### src/hw/rtl/mos_pkg.sv
// Shared types, constants and piece tables of the move ordering scorer.
package mos_pkg;

    localparam int PLY_LIMIT     = 64;
    localparam int HISTORY_BITS  = 24;
    localparam int BOARD_SQUARES = 64;

    localparam int SQ_W       = $clog2(BOARD_SQUARES);
    localparam int MOVE_W     = 2 * SQ_W;
    localparam int HIST_DEPTH = BOARD_SQUARES * BOARD_SQUARES;
    localparam int HIST_AW    = $clog2(HIST_DEPTH);
    localparam int KILL_AW    = $clog2(PLY_LIMIT);
    localparam int PIECE_W    = 3;
    localparam int PLY_W      = 6;
    localparam int DEPTH_W    = 6;
    localparam int DSQ_W      = 2 * DEPTH_W;
    localparam int SCORE_W    = 24;
    localparam int KIND_W     = 2;
    localparam int SRC_W      = 2;

    localparam int IN_TDATA_W  = 32;
    localparam int OUT_TDATA_W = 24;

    localparam logic [SCORE_W-1:0] SCORE_MAX       = {SCORE_W{1'b1}};
    localparam logic [SCORE_W-1:0] KILLER1_SCORE   = 24'd90000;
    localparam logic [SCORE_W-1:0] KILLER2_SCORE   = 24'd80000;
    localparam logic [SCORE_W-1:0] CAPTURE_BONUS   = 24'd100000;
    localparam logic [SCORE_W-1:0] QUIESCE_BONUS   = 24'd10000;
    localparam logic [SCORE_W-1:0] CAPTURE_MIN     = 24'd9100;
    localparam logic [SCORE_W-1:0] CAPTURE_MAX     = 24'd190000;

    localparam logic [KIND_W-1:0] KIND_CLEAR  = 2'd0;
    localparam logic [KIND_W-1:0] KIND_SCORE  = 2'd1;
    localparam logic [KIND_W-1:0] KIND_RECORD = 2'd2;

    localparam logic [SRC_W-1:0] SRC_CAPTURE = 2'd0;
    localparam logic [SRC_W-1:0] SRC_KILLER1 = 2'd1;
    localparam logic [SRC_W-1:0] SRC_KILLER2 = 2'd2;
    localparam logic [SRC_W-1:0] SRC_HISTORY = 2'd3;

    localparam logic [PIECE_W-1:0] PIECE_EMPTY = 3'd0;

    typedef struct packed {
        logic                 pad;
        logic                 quiescence_mode;
        logic [DEPTH_W-1:0]   search_depth;
        logic [PLY_W-1:0]     ply_index;
        logic [PIECE_W-1:0]   attacker_piece;
        logic [PIECE_W-1:0]   victim_piece;
        logic [SQ_W-1:0]      to_square;
        logic [SQ_W-1:0]      from_square;
    } t_in_data;

    typedef enum logic [1:0] {
        ST_CLEAR,
        ST_IDLE,
        ST_ACCESS
    } t_state;

    typedef struct packed {
        logic capture;
        logic clear_start;
        logic sweep;
        logic record_write;
        logic load_out;
    } t_cmd;

    typedef struct packed {
        logic in_clear;
        logic in_access;
        logic is_score;
        logic out_free;
        logic sweep_done;
    } t_status;

    // Victim value times 100.
    function automatic logic [SCORE_W-1:0] victim_score(input logic [PIECE_W-1:0] piece);
        logic [SCORE_W-1:0] v;
        case (piece)
            3'd1:    v = 24'd10000;
            3'd2:    v = 24'd32000;
            3'd3:    v = 24'd33000;
            3'd4:    v = 24'd50000;
            3'd5:    v = 24'd90000;
            default: v = '0;
        endcase
        return v;
    endfunction

    function automatic logic [SCORE_W-1:0] attacker_worth(input logic [PIECE_W-1:0] piece);
        logic [SCORE_W-1:0] v;
        case (piece)
            3'd1:    v = 24'd100;
            3'd2:    v = 24'd320;
            3'd3:    v = 24'd330;
            3'd4:    v = 24'd500;
            3'd5:    v = 24'd900;
            default: v = '0;
        endcase
        return v;
    endfunction

endpackage

### src/hw/rtl/mos_ctrl.sv
// Controller state machine of the move ordering scorer.
module mos_ctrl (
    input  logic             i_clk,
    input  logic             i_rst_n,
    input  logic             i_valid,
    output logic             o_ready,
    input  mos_pkg::t_status i_status,
    output mos_pkg::t_cmd    o_cmd
);
    import mos_pkg::*;

    t_state r_state;
    t_state n_state;

    always_ff @(posedge i_clk) begin
        if (!i_rst_n) begin
            r_state <= ST_CLEAR;
        end else begin
            r_state <= n_state;
        end
    end

    always_comb begin
        n_state = r_state;
        case (r_state)
            ST_CLEAR: begin
                if (i_status.sweep_done) begin
                    n_state = ST_IDLE;
                end
            end
            ST_IDLE: begin
                if (i_valid) begin
                    if (i_status.in_clear) begin
                        n_state = ST_CLEAR;
                    end else if (i_status.in_access) begin
                        n_state = ST_ACCESS;
                    end
                end
            end
            ST_ACCESS: begin
                if (!i_status.is_score || i_status.out_free) begin
                    n_state = ST_IDLE;
                end
            end
            default: n_state = ST_CLEAR;
        endcase
    end

    always_comb begin
        o_ready = 1'b0;
        o_cmd   = '0;
        case (r_state)
            ST_CLEAR: begin
                o_cmd.sweep = 1'b1;
            end
            ST_IDLE: begin
                o_ready           = 1'b1;
                o_cmd.capture     = i_valid;
                o_cmd.clear_start = i_valid && i_status.in_clear;
            end
            ST_ACCESS: begin
                o_cmd.record_write = !i_status.is_score;
                o_cmd.load_out     = i_status.is_score && i_status.out_free;
            end
            default: begin
                o_ready = 1'b0;
            end
        endcase
    end

endmodule

### config.mk
export PLATFORM = sky130hd
export DESIGN_NAME = mos_ctrl
export DESIGN_NICKNAME = d
export VERILOG_FILES = /design/src/hw/rtl/mos_pkg.sv /design/src/hw/rtl/mos_ctrl.sv
export SDC_FILE = /design/constraint.sdc
export NUM_CORES = 1
export LEC_CHECK = 0
export ABC_AREA = 0
export BUFFER_PORTS_ARGS = -buffer_cell sky130_fd_sc_hd__buf_2
export CAP_MARGIN = 15
export CORE_AREA = 2 2 39 41
export DETAILED_ROUTE_END_ITERATION = 12
export DIE_AREA = 0 0 41 43
export SETUP_SLACK_MARGIN = 0.05
export SLEW_MARGIN = 20
export SYNTH_ARGS = -nofsm -noshare
export SYNTH_HDL_FRONTEND = slang
export SYNTH_SLANG_ARGS = --single-unit
### constraint.sdc
create_clock -name i_clk -period 2.06 [get_ports i_clk]
set_input_delay 0 -clock i_clk [delete_from_list [all_inputs] [get_ports i_clk]]
set_output_delay 0 -clock i_clk [all_outputs]
set_load 0.03 [all_outputs]
# Yosys cells after proc, flatten, opt, wreduce, memory -nomap -nowiden
# Cells that the tools add are included.
# classes
eq_ne	6
mux	10
n_reduce_logical	6
# op_table
op	count
2-to-1 mux 2 bit	7
inequality test 2 bit, second input constant	3
one-hot mux 2 bit (3 select lines)	1
AND reduction 4 bit	1
inequality test 3 bit, second input constant	1
== test 2 x 1 -> 1 bit, second input constant	1
== test 2 bit, second input constant	1
logical AND 1 bit	2
zero test 2 bit	1
2-to-1 mux 1 bit	2
zero test 1 bit	1
logical OR 1 bit	1
# word_totals
register_bits	2
in_bits	8
out_inout_bits	6
wordCells	23

# Depth between registers and ports, before layout
# Gate-level depths: netlist of run 1.
# depth
depth_word	4
depth_mapped	3
ltp_nobuf	3

# Least setup slack after synthesis of run 1
# OpenSTA, ideal clock, no wires.
# synth_timing
path_kind	register to output
start	reg r_state[1]
end	out o_cmd[1] in the netlist's numbering
arrival_time_ns	1.003
required_time_ns	2.060
slack_ns	1.057
path_stages_with_launch	3
path_buffers	0
path_cell_list	dfxtp_1 -> and2b_1 -> nor2b_1
# synth_rtl
element	line	source
from (decl)	mos_ctrl.sv:12	t_state r_state;
from (signal assigned)	mos_ctrl.sv:19	r_state <= n_state;
to (decl)	mos_ctrl.sv:8	output mos_pkg::t_cmd o_cmd

==> summary.txt, run 1 <==
Cells and area
  – Post-synthesis to final-layout area growth: 78.2%
  – Max FFs per register: 2
  – Fillers: 164
  – Ratio of cells with drive above 1 in the final layout: 53.1%
  – Multi-input logic area: 97.6 um^2
  – Largest regs: r_state x2
  – Top reg by flops: r_state
  – Antenna fix cells: 0
  – Register area: 40.0 um^2
  – Final nets: 42

Synth
  – Average cell area after synthesis: 8.60 um^2
  – Yosys warnings: 0
  – Netlist cell types: 12
  – Area share of the leading cell type in the synthesized netlist: 29.1%
  – Synth area leader: dfxtp_1
  – #FFs+latches synth: 2
  – Top cells by area, synth: dfxtp_1, and3_1, nor2b_4, nand4b_1, o2bb2ai_1
  – Syn Std Cell Area: 138 um^2
  – Syn Nets: 24
  – Register area share after synthesis: 29.1%
  – Mapped Cells: 16

CTS
  – Hold Buf Count CTS: 0
  – CTS tree: yes
  – Post-CTS Resized: 0
  – Htree depth: 1
  – Worst-Skew Late Latency: 0.22 ns
  – Clock Sinks: 2
  – Max Buffers Root-to-Sink: 2
  – Reg clk slew, reported paths: 0.03 ns
  – Root Driver: clkbuf_4
  – Post-CTS setup buffers: 0
  – CTS buffer count: 3

Worst setup path
  – Worst path required time: 2.06 ns
  – Critical-path maximum fanout: 4
  – Worst Setup End Kind: primary output
  – Arr. time, crit path: 1.13 ns
  – Worst R2R Start: r_state[1]
  – Worst setup path class: flop to primary output
  – CP Launch Type: flop
  – Crit Reg-Reg Endpoint: r_state[0]
  – R2R Setup Slk: 1.11 ns
  – Reg2reg path depth: 3

Global route
  – Met3 GRT Util: 3.14%
  – Gr ovfl total: 0
  – Pin count of the biggest net entering global routing: 6
  – Vias in the first global route: 167
  – GR Util met1: 3.82%
  – Total track usage: 5.41%
  – GR Util met2: 7.50%
  – GR peak layer: met4
  – First-pass GRT wire length: 565 um
  – Initial antenna violation count: 0

STA
  – Fin crit share: 54.6%
  – Post-route minimum period: 1.13 ns
  – Final setup margin: 0.934 ns
  – Fmax: 0.888 GHz
  – Pins Over Slew Limit: 0
  – Skew final: 0.00161 ns
  – Worst Tran Pin Value: 0.182 ns
  – TNS Setup: 0 ns
  – Setup-failing EPs final: 0
  – Unrepaired setup endpoints after global routing: no
  – Hold Vio Cnt, Final: 0
  – Normalized max-slew margin: 87.9%

Hold path
  – Hold path start: i_rst_n
  – Hold Path Depth: 2
  – Hold WC Path Type: input port to flop
  – Worst Hold End: r_state[0]

Power
  – PD cells: 673 nW/um^2
  – Leak: 0.000133 uW
  – Maximum vdd drop: 0.0885 mV

Placed design
  – PortBufs: 13
  – Gp weighted congestion: 0.490
  – Detailed Place HPWL: 297 um
  – DP Worst Slack: 1.11 ns

Floorplanning
  – Die height: 43 um
  – Top Ports: 14
  – Die area: 1760 um^2
  – Initial Util: 9.95%
  – Core footprint: 1380 um^2
  – Die width: 41 um
  – Placement Rows: 14

Detailed routing
  – Vias/cell: 3.40
  – Routed vias: 163
  – DR WL/cell: 7.48 um
  – Remaining DRCs: 0
  – Total wire length: 359 um
  – ANT nets after route: 0
  – First-pass DRT Iterations: 2
  – Initial DRC count: 1

Run status
  – Run status: completed

Run
  – Max Cap Viol: 0
-- through the flow --
| stage | power [uW] | hold WS [ns] | util [%] | cells | area (um^2) |
|---|---|---|---|---|---|
| after floorplan | 65.0 | 0.110 | - | 16 | 138 |
| after detailed placement | 79.5 | 0.256 | 16.1 | 45 | 223 |
| after global routing | 178 | 0.0356 | 17.7 | 48 | 245 |
| final | 165 | 0.0213 | 17.7 | 48 | 245 |
| after global placement | 78.7 | 0.243 | 16.1 | 45 | 223 |
| after CTS | 173 | 0.0172 | 17.7 | 48 | 245 |
-- worst max-delay path, stage by stage (launching register included) --
cell     delay, ns
dfxtp_1       0.40
and2b_1       0.17
and3_1        0.15
buf_2         0.19
-- worst max path at each step --
stage,startpoint,endpoint,slack [ns],cells after the start
floorplan,r_state[1],o_cmd[1],1.06,2
global route,r_state[1],o_cmd[0],0.85,3
finish,r_state[1],o_cmd[0],0.93,3
global placement,r_state[1],r_state[0],1.12,3
CTS,r_state[1],o_cmd[0],0.91,3
detailed placement,r_state[1],r_state[0],1.11,3
-- layout make-up --
type	count	share of cell area (%)
well taps	16	8.16
repair buffers	13	26.5
clock buffers	3	9.18
multi-input cells	14	39.8
flip-flops and latches	2	16.3
-- per-layer routing --
metal / up-vias / wire, um
li1: 90 / -
met1: 67 / 121
met2: 6 / 210
met3: 0 / 27
met4: 0 / 0
met5: - / 0
-- report_power, final --
| group | total, uW | switching [uW] | internal (uW) |
|---|---|---|---|
| combinational | 35.5 | 19.8 | 15.6 |
| clock | 86.7 | 22.4 | 64.3 |
| sequential | 42.8 | 1.84 | 41.0 |
| total | 165 | 44.1 | 121 |
-- cells by family (layout without fill, tap and decap cells) --
kind of cell           after synthesis  after routing  synth area share (%)
AO/OA/AOI/OAI                        3              3                  15.5
buffers and inverters                0             16                     0
flip-flops                           2              2                  29.1
AND/OR/NAND/NOR                     11             11                  55.5
-- cell usage in the layout, fill, tap and decap left out --
cell	count
o21ai_0	1
and2b_1	1
and3_1	3
buf_2	13
a21boi_1	1
nor2b_1	1
nor2b_4	1
nand3b_1	1
clkbuf_4	3
dfxtp_1	2
nor2_1	2
and2_1	1
nand4b_1	1
o2bb2ai_1	1
-- Yosys cell counts --
library cell	number
nand4b_1	1
and2b_1	1
and3_1	3
and2_1	1
a21boi_1	1
nor2b_4	1
o21ai_0	1
nor2_1	2
o2bb2ai_1	1
nor2b_1	1
dfxtp_1	2
nand3b_1	1
Note: power is estimated with default switching activity, not from simulation.
==> run 2: changes to the inputs <==
==> constraint.sdc (replaced) <==
create_clock -name i_clk -period 1.1 [get_ports i_clk]
set_input_delay 0 -clock i_clk [delete_from_list [all_inputs] [get_ports i_clk]]
set_output_delay 0 -clock i_clk [all_outputs]
set_load 0.03 [all_outputs]
==> run 2 against run 1 <==
Effect of this change: global-route usage grew 0.30 points; non-clock buffer count rose by 1; first-iteration DRC count grew 100%; sequential power up 83%; highest routed layer unchanged; clock power up 86%.
==> summary.txt, run 2 (synthesis gave the netlist of run 1 again) <==
Run status
  – Run status: completed

Placed design
  – Placed insts: 45
  – PortBufs: 13
  – Detailed Place HPWL: 324 um
  – DP Worst Slack: 0.148 ns
  – Gp weighted congestion: 0.483

Global route
  – Vias in the first global route: 194
  – Total track usage: 5.71%
  – Initial antenna violation count: 0
  – Pin count of the biggest net entering global routing: 6
  – Gr ovfl total: 0
  – First-pass GRT wire length: 614 um

Hold path
  – Hold WC Path Type: input port to flop
  – Hold Path Depth: 2

STA
  – Normalized max-slew margin: 90.1%
  – Setup-failing EPs final: 0
  – Hold Vio Cnt, Final: 0
  – Fin crit share: 96.3%
  – Final setup margin: 0.0410 ns
  – Pins Over Slew Limit: 0
  – Hold_ws: 0.0170 ns
  – Post-route minimum period: 1.06 ns
  – Skew final: 0.00348 ns
  – Worst Tran Pin Value: 0.147 ns
  – Fmax: 0.944 GHz
  – Unrepaired setup endpoints after global routing: yes

CTS
  – Hold Buf Count CTS: 0
  – Worst-Skew Late Latency: 0.22 ns
  – Max Buffers Root-to-Sink: 2
  – Root Driver: clkbuf_4
  – CTS tree: yes
  – CTS buffer count: 3
  – Reg clk slew, reported paths: 0.03 ns
  – Htree depth: 1
  – Clock Sinks: 2

Worst setup path
  – Worst setup path class: flop to primary output
  – Worst path required time: 1.10 ns
  – Crit path buf inv count: 1
  – Largest delay contributor family on the critical path: simple AND/OR/NAND/NOR gates
  – Worst Setup End Kind: primary output
  – CP Launch Type: flop
  – Reg2reg path depth: 3
  – Slowest stage cell, crit path: dfxtp_2
  – Critical-path maximum fanout: 3
  – Worst path cell trace: and2b_1 > and3_4 > buf_6
  – Arr. time, crit path: 1.06 ns
  – CP peak stage delay: 0.31 ns
  – Stages on worst setup path: 3

Detailed routing
  – ANT nets after route: 0
  – DR WL/cell: 8.96 um
  – Total wire length: 439 um
  – Remaining DRCs: 0
  – Routed vias: 190
  – Vias/cell: 3.88
  – First-pass DRT Iterations: 2
  – Initial DRC count: 2

Cells and area
  – Max FFs per register: 2
  – Post-layout util: 21.5%
  – Top reg by flops: r_state
  – Commonest cells after routing, fill and taps aside: buf_2, buf_6, clkbuf_4
  – Ratio of cells with drive above 1 in the final layout: 72.7%
  – Final nets: 43
  – Most common cell after layout, fill and taps aside: buf_2
  – Post-synthesis to final-layout area growth: 116%
  – Final std cells w/o fill: 49
  – Antenna fix cells: 0
  – Largest regs: r_state x2

Floorplanning
  – Initial Util: 9.95%
  – Die area: 1760 um^2
  – Core footprint: 1380 um^2
  – Die width: 41 um
  – Die height: 43 um
  – Top Ports: 14
  – Placement Rows: 14

Power
  – Overall power: 321 uW
  – Leak: 0.000140 uW
  – Maximum vdd drop: 0.213 mV
  – PD cells: 1080 nW/um^2

Run
  – Max Cap Viol: 0
[run 2: cell types whose count changed in the layout (fill, tap and decap cells not counted)]
cell	change
nor2b_1	-1
buf_6	+4
and3_1	-2
and2_1	-1
dfxtp_1	-2
dfxtp_2	+1
buf_4	+1
nor2b_2	+1
and2_4	+1
and3_4	+2
dfxtp_4	+1
buf_2	-4
[run 2: routing by layer]
| metal | track usage [%] | up-vias | share of wire (%) |
|---|---|---|---|
| li1 | - | 93 | - |
| met1 | 2.23 | 89 | 35 |
| met2 | 10.0 | 8 | 59 |
| met3 | 4.71 | 0 | 6.4 |
| met4 | 6.00 | 0 | 0 |
| met5 | 0 | - | 0 |
[run 2: through the flow]
| step | TNS, ns | instance area [um^2] |
|---|---|---|
| after global routing | -0.0210 | 298 |
| final | 0 | 298 |
| after detailed placement | 0 | 223 |
| after CTS | 0 | 283 |
| after global placement | 0 | 223 |
| after floorplan | 0 | 138 |
[run 2: final timing paths]
path	startpoint	to	slack (ns)
hold / removal	i_rst_n	r_state[0]	0.02
hold reg to reg	r_state[1]	r_state[1]	0.61
setup reg to reg	r_state[0]	r_state[0]	0.18
setup / recovery	r_state[0]	o_cmd[0]	0.04
[run 2: layout make-up]
cell class              instances  area, um^2
clock buffers                   3        22.5
multi-input cells              14         113
well taps                      16        20.0
repair buffers                 14        97.6
flip-flops and latches          2        45.0
fillers                       166        1090
[run 2: timing repair]
item                       in CTS  in global routing
setup endpoints to repair       4                  4
hold endpoints to repair        0                  0
resized for setup              10                  5
buffers inserted                1                  0
pin swaps                       2                  0
[run 2: worst reg2reg max path, delay by kind of cell (launching register included)]
family	cells	cell delay (ns)
DFF	1	0.31
and+or+nand+nor	3	0.50
[run 2: power breakdown]
group | switching, uW | leakage [uW] | internal, uW | total [uW]
Combinational | 42.2 | 0.000108 | 39.8 | 82.0
Sequential | 2.86 | 0.0000175 | 75.3 | 78.2
Clock | 40.8 | 0.0000138 | 120 | 161
Total | 85.9 | 0.000140 | 235 | 321
